File: config.mk
export PLATFORM = sky130hd
export DESIGN_NAME = json_structure_validator_top
export DESIGN_NICKNAME = d
export VERILOG_FILES = /design/src/rtl/jsv_pkg.sv /design/src/rtl/json_structure_validator_top.sv /design/src/rtl/jsv_cell.sv /design/src/rtl/jsv_ctrl.sv
export SDC_FILE = /design/constraint.sdc
export NUM_CORES = 1
export LEC_CHECK = 0
export BUFFER_PORTS_ARGS = -buffer_cell sky130_fd_sc_hd__buf_2
export CAP_MARGIN = 20
export CORE_MARGIN = 3
export CORE_UTILIZATION = 30
export CTS_BUF_LIST = sky130_fd_sc_hd__clkbuf_8
export CTS_CLUSTER_SIZE = 30
export DETAILED_ROUTE_END_ITERATION = 16
export SETUP_SLACK_MARGIN = 0.02
export SLEW_MARGIN = 25
export SYNTH_ARGS = -nofsm -noshare
export SYNTH_HDL_FRONTEND = slang
export SYNTH_SLANG_ARGS = --single-unit
File: constraint.sdc
create_clock -name clk -period 18.4 [get_ports clk]
set_input_delay 0.92 -clock clk [delete_from_list [all_inputs] [get_ports clk]]
set_output_delay 0.92 -clock clk [all_outputs]
set_load 0.02 [all_outputs]
File: src/rtl/jsv_pkg.sv
`default_nettype none

package jsv_pkg;

	// Phase codes of the text scan.
	localparam logic [1:0] PH_LEAD = 2'd0;
	localparam logic [1:0] PH_BODY = 2'd1;
	localparam logic [1:0] PH_TAIL = 2'd2;
	localparam logic [1:0] PH_FAIL = 2'd3;

	// Characters with a structural meaning.
	localparam logic [7:0] CH_LBRACE    = 8'h7B;
	localparam logic [7:0] CH_RBRACE    = 8'h7D;
	localparam logic [7:0] CH_LBRACKET  = 8'h5B;
	localparam logic [7:0] CH_RBRACKET  = 8'h5D;
	localparam logic [7:0] CH_QUOTE     = 8'h22;
	localparam logic [7:0] CH_BACKSLASH = 8'h5C;
	localparam logic [7:0] CH_SPACE     = 8'h20;
	localparam logic [7:0] CH_TAB       = 8'h09;
	localparam logic [7:0] CH_CR        = 8'h0D;

	// Command to the row of stack cells; push_bit is 1 for an expected brace.
	typedef struct packed {
		logic push;
		logic pop;
		logic push_bit;
	} stack_op_t;

	// Result handed from the scanner to the output stage.
	typedef struct packed {
		logic fire;
		logic is_valid;
	} verdict_t;

	// Whitespace: space, tab, LF, VT, FF, CR.
	function automatic logic is_ws(input logic [7:0] c);
		return (c == CH_SPACE) || (c inside {[CH_TAB:CH_CR]});
	endfunction

endpackage

`default_nettype wire

File: src/rtl/json_structure_validator_top.sv
// JSON structure validator. Bytes of one text enter on the slave stream, one
// item per cycle, with tlast on the final byte; after a last byte a single
// result item (bit 0 of m_tdata: 1 if the text is exactly one well-formed
// object by its braces, brackets and strings) leaves on the master stream.
// The expected closers live in a row of MAX_NEST one-bit cells that shift down
// on an opener and up on a closer, so the check of a closer is a compare against
// the first cell. Results pass a two-entry output stage, so input is held back
// only when two verdicts wait untaken. No clearing pass is needed after reset or
// between texts.
`default_nettype none

module json_structure_validator_top #(
	parameter int MAX_NEST = 256
) (
	input  wire logic       clk,
	input  wire logic       arst_n,
	input  wire logic       s_tvalid,
	output logic            s_tready,
	input  wire logic [7:0] s_tdata,   // [7:0] text_byte
	input  wire logic       s_tlast,   // is_last
	output logic            m_tvalid,
	input  wire logic       m_tready,
	output logic [7:0]      m_tdata    // [0] is_valid, [7:1] zero
);
	import jsv_pkg::*;

	localparam int LVL_W = $clog2(MAX_NEST + 1);

	logic             accept;
	stack_op_t        op;
	verdict_t         verdict;
	logic [LVL_W-1:0] level;
	logic [MAX_NEST-1:0] cells;
	logic             out_v_q, out_d_q;
	logic             sk_v_q, sk_d_q;
	logic             out_pop;

	assign s_tready = !sk_v_q;
	assign accept   = s_tvalid && s_tready;

	// Byte scanner.
	jsv_ctrl #(
		.MAX_NEST(MAX_NEST),
		.LVL_W   (LVL_W)
	) u_ctrl (
		.clk      (clk),
		.arst_n   (arst_n),
		.accept   (accept),
		.text_byte(s_tdata),
		.is_last  (s_tlast),
		.top_bit  (cells[0]),
		.op       (op),
		.verdict  (verdict),
		.level    (level)
	);

	// Row of closer cells; cell 0 is the top of the stack.
	for (genvar i = 0; i < MAX_NEST; i++) begin : g_cell
		logic above, below;
		if (i == 0) begin : g_first
			assign above = op.push_bit;
		end else begin : g_mid
			assign above = cells[i-1];
		end
		if (i == MAX_NEST - 1) begin : g_end
			assign below = 1'b0;
		end else begin : g_inner
			assign below = cells[i+1];
		end
		jsv_cell u_cell (
			.clk       (clk),
			.op        (op),
			.from_above(above),
			.from_below(below),
			.bit_q     (cells[i])
		);
	end

	// Output register with a skid entry behind it.
	assign out_pop = out_v_q && m_tready;

	always_ff @(posedge clk or negedge arst_n) begin
		if (!arst_n) begin
			out_v_q <= 1'b0;
			sk_v_q  <= 1'b0;
		end else if (out_pop || !out_v_q) begin
			if (sk_v_q) begin
				out_v_q <= 1'b1;
				sk_v_q  <= verdict.fire;
			end else begin
				out_v_q <= verdict.fire;
			end
		end else if (verdict.fire) begin
			sk_v_q <= 1'b1;
		end
	end

	always_ff @(posedge clk) begin
		if (out_pop || !out_v_q) begin
			if (sk_v_q) begin
				out_d_q <= sk_d_q;
				sk_d_q  <= verdict.is_valid;
			end else begin
				out_d_q <= verdict.is_valid;
			end
		end else if (verdict.fire) begin
			sk_d_q <= verdict.is_valid;
		end
	end

	assign m_tvalid = out_v_q;
	assign m_tdata  = {7'd0, out_d_q};

	// The skid entry is only filled behind a waiting result.
	a_skid_order: assert property (@(posedge clk) disable iff (!arst_n)
		sk_v_q |-> out_v_q)
		else $error("skid entry holds a result while the output register is empty");

	// A new result only follows an accepted last byte.
	a_result_cause: assert property (@(posedge clk) disable iff (!arst_n)
		$rose(m_tvalid) |-> $past(s_tvalid && s_tready && s_tlast))
		else $error("result appeared without a last byte");

	// Nesting never passes the stack depth.
	a_level_bound: assert property (@(posedge clk) disable iff (!arst_n)
		level <= LVL_W'(MAX_NEST))
		else $error("nesting level beyond stack depth");

	// A text end leaves the stack empty.
	a_level_clear: assert property (@(posedge clk) disable iff (!arst_n)
		(s_tvalid && s_tready && s_tlast) |=> (level == '0))
		else $error("nesting level not cleared after last byte");

endmodule

`default_nettype wire

File: src/rtl/jsv_cell.sv
`default_nettype none

module jsv_cell (
	input  wire logic              clk,
	input  wire jsv_pkg::stack_op_t op,
	input  wire logic              from_above,
	input  wire logic              from_below,
	output logic                   bit_q
);
	import jsv_pkg::*;

	// A push moves every entry one cell deeper, a pop one cell up.
	always_ff @(posedge clk) begin
		if (op.push) begin
			bit_q <= from_above;
		end else if (op.pop) begin
			bit_q <= from_below;
		end
	end

endmodule

`default_nettype wire

File: src/rtl/jsv_ctrl.sv
`default_nettype none

module jsv_ctrl #(
	parameter int MAX_NEST = 256,
	parameter int LVL_W    = 9
) (
	input  wire logic               clk,
	input  wire logic               arst_n,
	input  wire logic               accept,
	input  wire logic [7:0]         text_byte,
	input  wire logic               is_last,
	input  wire logic               top_bit,
	output jsv_pkg::stack_op_t      op,
	output jsv_pkg::verdict_t       verdict,
	output logic [LVL_W-1:0]        level
);
	import jsv_pkg::*;

	logic [1:0]       phase_q, phase_d;
	logic             quote_q, quote_d;
	logic             bslash_q, bslash_d;
	logic [LVL_W-1:0] level_q, level_d;
	logic             push, pop, push_bit;
	logic             want_brace;

	// Next state of the scan for the current byte.
	always_comb begin
		phase_d    = phase_q;
		quote_d    = quote_q;
		bslash_d   = bslash_q;
		push       = 1'b0;
		pop        = 1'b0;
		push_bit   = 1'b0;
		want_brace = (text_byte == CH_RBRACE);
		case (phase_q)
			PH_LEAD: begin
				if (!is_ws(text_byte)) begin
					if (text_byte == CH_LBRACE) begin
						phase_d  = PH_BODY;
						push     = 1'b1;
						push_bit = 1'b1;
					end else begin
						phase_d = PH_FAIL;
					end
				end
			end
			PH_BODY: begin
				if (quote_q) begin
					if (bslash_q) begin
						bslash_d = 1'b0;
					end else if (text_byte == CH_BACKSLASH) begin
						bslash_d = 1'b1;
					end else if (text_byte == CH_QUOTE) begin
						quote_d = 1'b0;
					end
				end else if (text_byte == CH_QUOTE) begin
					quote_d = 1'b1;
				end else if (text_byte == CH_LBRACE || text_byte == CH_LBRACKET) begin
					if (level_q == LVL_W'(MAX_NEST)) begin
						phase_d = PH_FAIL;
					end else begin
						push     = 1'b1;
						push_bit = (text_byte == CH_LBRACE);
					end
				end else if (text_byte == CH_RBRACE || text_byte == CH_RBRACKET) begin
					if (level_q == '0 || top_bit != want_brace) begin
						phase_d = PH_FAIL;
					end else begin
						pop = 1'b1;
						if (level_q == LVL_W'(1)) begin
							phase_d = PH_TAIL;
						end
					end
				end
			end
			PH_TAIL: begin
				if (!is_ws(text_byte)) begin
					phase_d = PH_FAIL;
				end
			end
			default: begin
				phase_d = phase_q;
			end
		endcase

		if (push) begin
			level_d = level_q + LVL_W'(1);
		end else if (pop) begin
			level_d = level_q - LVL_W'(1);
		end else begin
			level_d = level_q;
		end
	end

	// Scan state; a last byte returns everything to the start of a text.
	always_ff @(posedge clk or negedge arst_n) begin
		if (!arst_n) begin
			phase_q  <= PH_LEAD;
			quote_q  <= 1'b0;
			bslash_q <= 1'b0;
			level_q  <= '0;
		end else if (accept) begin
			if (is_last) begin
				phase_q  <= PH_LEAD;
				quote_q  <= 1'b0;
				bslash_q <= 1'b0;
				level_q  <= '0;
			end else begin
				phase_q  <= phase_d;
				quote_q  <= quote_d;
				bslash_q <= bslash_d;
				level_q  <= level_d;
			end
		end
	end

	// Stack command and verdict only for an accepted item.
	assign op.push          = accept && push;
	assign op.pop           = accept && pop;
	assign op.push_bit      = push_bit;
	assign verdict.fire     = accept && is_last;
	assign verdict.is_valid = (phase_d == PH_TAIL);
	assign level            = level_q;

endmodule

`default_nettype wire
# Word level (Yosys, flattened, before mapping)
# Index checks and enable logic that the tools add are counted.
totals:
  register_bits: 273
  input_bits: 13
  out_inout_bits: 10
  wordCells: 871
classes:
  add_sub_neg: 2
  magnitude_cmp: 2
  n_eq_ne: 14
  n_mux: 565
  reduce_logical: 24
op_table:
  columns: ["cell", "count"]
  rows:
  - ["$mux W1", 548]
  - ["$eq A8 B7 Y1 const B", 5]
  - ["$mux W9", 3]
  - ["$mux W2", 11]
  - ["$eq A8 B6 Y1 const B", 2]
  - ["$add A9 B1 Y9 const B", 1]
  - ["$eq A9 B1 Y1 const B", 1]
  - ["$eq A9 B9 Y1 const B", 1]
  - ["$logic_not A9 Y1", 1]
  - ["$sub A9 B1 Y9 const B", 1]
  - ["$ge A8 B4 Y1 const B", 1]
  - ["$le A8 B4 Y1 const B", 1]
  - ["$reduce_bool A2 Y1", 4]
  - ["$logic_and A1 B1 Y1", 6]
  - ["$pmux W2 S3", 1]
  - ["$reduce_and A2 Y1", 3]
  - ["$logic_or A1 B1 Y1", 5]
  - ["$eq A2 B2 Y1 const B", 2]
  - ["$pmux W1 S2", 2]
  - ["$reduce_and A3 Y1", 1]
  - ["$reduce_bool A3 Y1", 1]
  - ["$eq A2 B1 Y1 const B", 1]
  - ["$logic_not A1 Y1", 2]
  - ["$logic_not A2 Y1", 1]
  - ["2 further kinds", 2]

# Longest topological paths before layout
# Gate-level depths: netlist of run 1.
logic_depth:
  depth_word: 12
  mapped_depth: 9
  ltp_nobuf: 7

# Modules after synthesis
# A second synthesis of run 1 with hierarchy kept.
hier_totals:
  cells_unflattened: 971
  area_unflattened_um2: 14755.4
modules_own_cells:
  columns: ["mod", "n_inst", "cells_each", "area_per_inst_um2", "seq_area_each_um2"]
  rows:
  - ["jsv_cell", 256, 3, 51.3, 30.0]
  - ["jsv_ctrl", 1, 181, 1382.6, 325.3]
  - ["json_structure_validator_top", 1, 22, 240.2, 110.1]

# Worst setup path before layout of run 1
# Ideal clock, no wire load.
synth_timing:
  path_type: "input to register"
  from: "input port s_tdata[7]"
  to: "register g_cell[0].u_cell.bit_q, enable pin"
  setup_ns: 0.880
  t_arrival_ns: 12.456
  t_required_ns: 17.520
  path_slack_ns: 5.065
  path_stages: 6
  path_buffers: 1
  cell_sequence: "nand4b_1 -> and2b_1 -> a22oi_1 -> buf_4 -> and2_1 -> nor2_1"
synth_via:
  elab_chain_len: 11
  word_cells_on_any_way: 29
  classes_between: "2 x order compare; 7 x eq/ne; 12 x mux; 8 x reduce/logical"
synth_lines:
  columns: ["element", "line", "rtl"]
  rows:
  - ["start, declared", "json_structure_validator_top.sv:19", "input wire logic [7:0] s_tdata,"]
  - ["$eq A8 B7 Y1", "jsv_ctrl.sv:34, jsv_ctrl.sv:65", null]
  - ["$ne A1 B1 Y1", "jsv_ctrl.sv:66", "if (level_q == '0 || top_bit != want_brace) begin"]
  - ["$logic_or A1 B1 Y1", "jsv_ctrl.sv:66", null]
  - ["$mux W1", "jsv_ctrl.sv:66", null]
  - ["$mux W1", "jsv_ctrl.sv:65", "end else if (text_byte == CH_RBRACE || text_byte == CH_RBRACKET) begin"]
  - ["$mux W1", "jsv_ctrl.sv:58", "end else if (text_byte == CH_LBRACE || text_byte == CH_LBRACKET) begin"]
  - ["$mux W1", "jsv_ctrl.sv:56", "end else if (text_byte == CH_QUOTE) begin"]
  - ["$mux W1", "jsv_ctrl.sv:48", "if (quote_q) begin"]
  - ["$mux W1", "jsv_ctrl.sv:35", "case (phase_q)"]
  - ["$logic_and A1 B1 Y1", "jsv_ctrl.sv:119", "assign op.pop = accept && pop;"]
  - ["$reduce_bool A2 Y1 (no source line) *", null, null]
  - ["end signal, assigned", "jsv_cell.sv:15", "bit_q <= from_above;"]
  - ["end signal, assigned", "jsv_cell.sv:17", "bit_q <= from_below;"]
  - ["end, declared", "jsv_cell.sv:8", "output logic bit_q"]
# Mark *: on every way between the ends. The rest lies on a longest branch, timed or not.
# A chain may end at the register's enable or synchronous reset.

# Worst setup path after layout of run 1
layout_timing:
  from: "register u_ctrl.level_q[0], in the netlist u_ctrl.level[0]"
  to: "register g_cell[227].u_cell.bit_q, enable pin"
layout_via:
  elab_chain_len: 10
  word_cells_on_any_way: 17
  classes_between: "1 x eq/ne; 11 x mux; 5 x reduce/logical"
layout_lines:
  columns: ["element", "line", "rtl"]
  rows:
  - ["start, declared", "jsv_ctrl.sv:22", "logic [LVL_W-1:0] level_q, level_d;"]
  - ["start signal, assigned", "jsv_ctrl.sv:112", "level_q <= level_d;"]
  - ["$logic_not A9 Y1", "jsv_ctrl.sv:66", null]
  - ["$logic_or A1 B1 Y1", "jsv_ctrl.sv:66", null]
  - ["$mux W1", "jsv_ctrl.sv:66", null]
  - ["$mux W1", "jsv_ctrl.sv:65", null]
  - ["$mux W1", "jsv_ctrl.sv:58", null]
  - ["$mux W1", "jsv_ctrl.sv:56", null]
  - ["$mux W1", "jsv_ctrl.sv:48", null]
  - ["$mux W1", "jsv_ctrl.sv:35", null]
  - ["$logic_and A1 B1 Y1", "jsv_ctrl.sv:119", null]
  - ["$reduce_bool A2 Y1 (no source line) *", null, null]
  - ["end signal, assigned", "jsv_cell.sv:15", null]
  - ["end signal, assigned", "jsv_cell.sv:17", null]
  - ["end, declared", "jsv_cell.sv:8", null]
# Marked as above.

==> flow_summary_export.csv, run 1 <==
group,metric,value,unit
power,internal_power,0.941,mW
drt,drt_iter0_drc,781,
setup_path,worstSetupPathType,"reg2reg",
clocking,clkTransAtPathRegs,60,ps
global_route,overflow,0,
synth,ys_seq_elements,273,
setup_path,r2r_cells,8,
finish,finalNetCount,1260,
synth,ys_seq_area_frac,0.666,
finish,fin_util,0.339,
placed_design,post-dp-hpwl,10.8,mm
placed_design,placed_area,12700,sq um
synth,synth-edff-count,258,
clocking,cts_buffers,45,
synth,async_flop_share,0.0549,
sta,timing.slew.headroom,0.274,
die,fp.dieArea,43100,sq um
die,die_w,208,microns
clocking,clock_path_buffers,3,
sta,setup_viol,0,
sta,skew,22.8,ps
power,pwr-share-seq,0.563,
synth,yosys.area.top_type_share,0.635,
drt,drcViolationCount,0,
drt,post_drt_via_cell_ratio,4.48,
finish,final_cells,1803,
sta,finalSetupTns,0,ps
finish,multiInputGateArea,3690,sq um
drt,first_pass_iters,5,
synth,syn_inst,1234,
synth,ys_types,46,
clocking,clk_latency,560,ps
clocking,cts_hold_buffers,0,
sta,setup_ws,14790,ps
finish,layout_commonest_cell,"nand2_1",
synth,synthFlopType,"edfxtp_1",
synth,yosysWarningCount,0,
drt,wirelength,20.3,mm
synth,synth_area_leader_cell,"edfxtp_1",
power,p_per_area,89.4,nW/um^2
finish,layout_common_cells,"nand2_1 (779), edfxtp_1 (258), clkbuf_8 (47)",
clocking,clkSinkCount,273,
clocking,post-cts-setup-buffers,0,
drt,antenna_left,0,
sta,max_freq,0.277,GHz
placed_design,post-place-cells,1719,
synth,synth_area,12200,sq um
setup_path,critPathLaunchType,"flip-flop",
synth,yosys-top-cells-area,"edfxtp_1 (64%), nand2_1 (24%), dfrtp_1 (3.1%)",
setup_path,rr_startpoint,"u_ctrl.level[0]",
power,pwr-share-clk,0.407,
sta,final.min_clock_period,3610,ps
die,rows,73,
min_path,hp-class,"in2async",
sta,rsz0062_at_grt,"no",
clocking,cts_max_level,2,
global_route,antenna_found_initial,0,
sta,hold_violations,0,
die,ioPinCount,23,
placed_design,numPortBuffers,15,
finish,ff_latch_area,8120,sq um
finish,drive_gt1_frac,0.0673,
setup_path,path_max_fanout,178,
global_route,grt_pass1_vias,7797,
sta,worst_pin_slew,1090,ps
sta,fin_crit_sh,0.196,
finish,num-fill-cells,4026,
finish,antennaDiodeCount,0,
sta,holdWs,276,ps
drt,wire_per_inst,11.2,microns
placed_design,dp_slack,14010,ps
global_route,grt_first_pass_wirelength,35.3,mm
global_route,grtUsageTotal,0.0931,
power,ir_drop,0.0000387,V
power,finalPower,1.21,mW
drt,vias,8082,
sta,drv_slew,0,
setup_path,cp.arrival,3770,ps
clocking,cts_resized,0,
clocking,ctsRootBufferMaster,"clkbuf_8",
power,swShare,0.221,
placed_design,gp_congestion,0.710,
power,p_sw,0.268,mW
setup_path,r2r-end,"g_cell[227].u_cell.bit_q",
setup_path,r2r_slack,14790,ps
run,drv_cap,0,
die,die_h,208,microns
finish,syn_to_final_growth,10.9,%
status,outcome,"completed",
clocking,tritoncts,"done",
finish,fin_area,13500,sq um
die,start_util,0.305,
power,p_leak,5.53,nW
setup_path,required,18560,ps
global_route,grt_max_degree,256,
setup_path,crit_path_end_kind,"flip-flop",
synth,avgSynthCellArea,9.88,sq um
die,core,39900,sq um
power,comb_power_share,0.030,
-- cells by family (layout without fill, tap and decap cells) --
kind of cell    after synthesis  count (layout)  share of synthesized area
simple gates                841             841                      0.271
flops                       273             273                      0.666
buf+inv                      75             113                     0.0346
compound gates               32              32                     0.0180
fa+ha+maj                     4               4                    0.00410
xor+xnor                      4               4                    0.00287
mux                           4               4                    0.00339
other cells                   1               7                   0.000308
-- cells in the mapped netlist, types with 3 or more instances --
cell type  instances
nand2_1          779
edfxtp_1         258
buf_4             36
clkbuf_1          28
dfrtp_1           15
nor2_1            14
nor3_1             8
inv_1              7
and2_1             5
nand2b_1           5
nor4_1             5
o22ai_1            5
a31oi_1            4
buf_2              4
ha_1               4
nand4_1            4
o21ai_0            4
mux2i_1            3
nand4b_1           3
nor2b_1            3
nor3b_1            3
o21ai_1            3
o31ai_1            3
xnor2_1            3
-- per-layer routing --
layer  global-route usage  routed length, microns  up-vias
met5                    0                       0        -
met3               0.0195                     745       45
li1                     -                       -     4055
met2                0.152                    9260      114
met4               0.0389                     557        0
met1                0.121                    9720     3868
-- layout make-up --
cell class	count	share of cell area
inverters	7	0.00194
clock inverters	35	0.0129
flip-flops and latches	273	0.601
repair buffers	24	0.0152
multi-input cells	892	0.273
well taps	525	0.0486
clock buffers	47	0.0478
-- worst max-delay path, stage by stage, from the launching register on --
cell     delay (ps)
dfrtp_1         440
inv_1           110
ha_1            240
a31oi_1         230
nand3_1         260
and2_1          280
nor2_4          100
buf_12          540
buf_4           880
-- how the worst max path moves through the flow --
| stage | slack (ps) | to | startpoint | depth (start not counted) |
|---|---|---|---|---|
| after CTS | 14520 | g_cell[225].u_cell.bit_q | u_ctrl.level[0] | 8 |
| after global routing | 14340 | g_cell[210].u_cell.bit_q | u_ctrl.level[0] | 8 |
| after detailed placement | 14010 | g_cell[206].u_cell.bit_q | s_tdata[7] | 8 |
| after floorplan | 5060 | g_cell[0].u_cell.bit_q | s_tdata[7] | 6 |
| final | 14790 | g_cell[227].u_cell.bit_q | u_ctrl.level[0] | 8 |
| after global placement | 14080 | g_cell[208].u_cell.bit_q | s_tdata[7] | 8 |
-- registers in the layout (all words and copies together) (netlist names) --
signal               cells
g_cell.u_cell.bit_q    256
m_tvalid                 1
out_d_q                  1
sk_d_q                   1
sk_v_q                   1
u_ctrl.bslash_q          1
u_ctrl.level             9
u_ctrl.phase_q           2
u_ctrl.quote_q           1
-- power by group through the flow --
stage          sequential (mW)  combinational [mW]  clock (mW)
6_report                 0.681              0.0367       0.492
5_1_grt                  0.681              0.0416       0.540
4_1_cts                  0.681              0.0367       0.515
3_5_place_dp             0.694              0.0364           0
3_3_place_gp             0.694              0.0359           0
2_1_floorplan            0.694              0.0284           0
Power figures use the tool's default switching activity.
==> run 2: changes to the inputs <==
clock period = 3.1 ns   (was 18.4 ns; I/O delays follow)
==> run 2 against run 1 <==
Clock power rose to 5.9 times the previous value; register-to-register slack lost 14000 ps; global-route usage barely moved; largest cell class unchanged.
==> flow_summary_export.csv, run 2 (synthesized netlist as in run 1, its figures left out) <==
group,metric,value,unit
clocking,cts_hold_buffers,5,
sta,rsz0062_at_grt,"no",
die,start_util,0.305,
sta,max_freq,0.394,GHz
setup_path,cp.arrival,2950,ps
setup_path,rr_startpoint,"u_ctrl.phase_q[1]",
clocking,cts_max_level,2,
setup_path,setup.worst_path.start,"u_ctrl.phase_q[1]",
setup_path,r2r-end,"g_cell[205].u_cell.bit_q",
setup_path,r2r_slack,560,ps
power,p_sw,1.57,mW
power,internal_power,5.60,mW
clocking,clk_latency,540,ps
finish,reg_top3,"g_cell.u_cell.bit_q (256), u_ctrl.level (9), u_ctrl.phase_q (2)",
sta,timing.slew.headroom,0.483,
die,die_h,208,microns
drt,antenna_left,0,
global_route,overflow,0,
drt,wire_per_inst,11.2,microns
clocking,tritoncts,"done",
sta,fin_crit_sh,0.819,
global_route,grt_max_degree,101,
drt,vias,8138,
drt,wirelength,20.4,mm
power,pwr-share-clk,0.401,
min_path,hp-class,"in2async",
setup_path,path_max_fanout,95,
finish,fin_area,13800,sq um
power,p_leak,5.66,nW
drt,drcViolationCount,0,
power,p_per_area,520,nW/um^2
setup_path,r2r_cells,7,
sta,setup_viol,0,
setup_path,required,3510,ps
sta,skew,24.9,ps
die,die_w,208,microns
power,ir_drop,0.000223,V
finish,regMostFlops,"g_cell.u_cell.bit_q",
finish,finalNetCount,1276,
setup_path,crit_end,"g_cell[205].u_cell.bit_q",
finish,largest_reg_flops,256,
clocking,clkTransAtPathRegs,60,ps
power,comb_power_share,0.035,
drt,drt_iter0_drc,615,
global_route,grt_pass1_vias,7783,
finish,syn_to_final_growth,13.0,%
clocking,clkSinkCount,273,
global_route,antenna_found_initial,0,
sta,final.min_clock_period,2540,ps
sta,finalSetupTns,0,ps
placed_design,numPortBuffers,15,
setup_path,crit_path_end_kind,"flip-flop",
global_route,grtUsageTotal,0.0927,
setup_path,critPathLaunchType,"flip-flop",
finish,layout_common_cells,"nand2_1 (779), edfxtp_1 (258), clkbuf_8 (47)",
die,ioPinCount,23,
global_route,grt_first_pass_wirelength,35.1,mm
placed_design,post-dp-hpwl,11.7,mm
finish,antennaDiodeCount,0,
status,outcome,"completed",
clocking,post-cts-setup-buffers,0,
drt,first_pass_iters,4,
clocking,ctsRootBufferMaster,"clkbuf_8",
die,rows,73,
sta,worst_pin_slew,774,ps
die,fp.dieArea,43100,sq um
sta,drv_slew,0,
power,pwr-share-seq,0.564,
clocking,cts_resized,0,
placed_design,placed_area,12900,sq um
finish,layout_commonest_cell,"nand2_1",
placed_design,gp_congestion,0.801,
clocking,clock_path_buffers,3,
run,drv_cap,0,
die,core,39900,sq um
power,swShare,0.219,
sta,hold_violations,0,
finish,drive_gt1_frac,0.0757,
setup_path,worstSetupPathType,"reg2reg",
clocking,cts_buffers,45,
drt,post_drt_via_cell_ratio,4.47,
-- run 2: worst max-delay path, stage by stage, from the launching register on --
cell	delay, ps
dfrtp_1	440
nor3b_2	270
and2b_1	230
a22oi_2	150
nor2_4	620
buf_12	380
nand2_1	120
nand2_1	90
-- run 2: final cells by class --
class / instances / area, sq um
clock buffers: 47 / 647
clock inverters: 36 / 170
fillers: 4014 / 26100
inverters: 7 / 26.3
multi-input cells: 892 / 3730
flip-flops and latches: 273 / 8120
well taps: 525 / 657
repair buffers: 40 / 425
-- run 2: power by group through the flow --
stage / clock, mW / sequential (mW) / combinational (mW)
2_1_floorplan: 0 / 4.11 / 0.189
3_3_place_gp: 0 / 4.12 / 0.243
3_5_place_dp: 0 / 4.12 / 0.246
4_1_cts: 3.00 / 4.04 / 0.251
5_1_grt: 3.18 / 4.04 / 0.278
6_report: 2.88 / 4.04 / 0.252
-- run 2: stage by stage --
step                instances  utilization  hold slack [ps]  setup slack [ps]  total power, mW
finish                   1820        0.345             56.7               560             7.17
global route             1820        0.345             71.8               377             7.51
CTS                      1820        0.345             34.9               617             7.30
detailed placement       1732        0.324             96.3               637             4.36
global placement         1732        0.324             92.6               707             4.36
floorplan                1240            -             -141             -2310             4.30
-- run 2: layer usage --
layer,vias up,global-route usage,share of wire
met3,36,0.0201,0.036
li1,4092,-,-
met4,0,0.0346,0.023
met2,111,0.152,0.46
met1,3899,0.121,0.48
met5,-,0,0
-- run 2: worst min path at each step --
stage	cells past startpoint	from	end
floorplan	0	arst_n	m_tvalid
global placement	1	arst_n	u_ctrl.level[7]
detailed placement	1	arst_n	u_ctrl.level[7]
CTS	2	arst_n	u_ctrl.level[6]
global route	2	arst_n	u_ctrl.level[7]
finish	2	arst_n	u_ctrl.level[5]
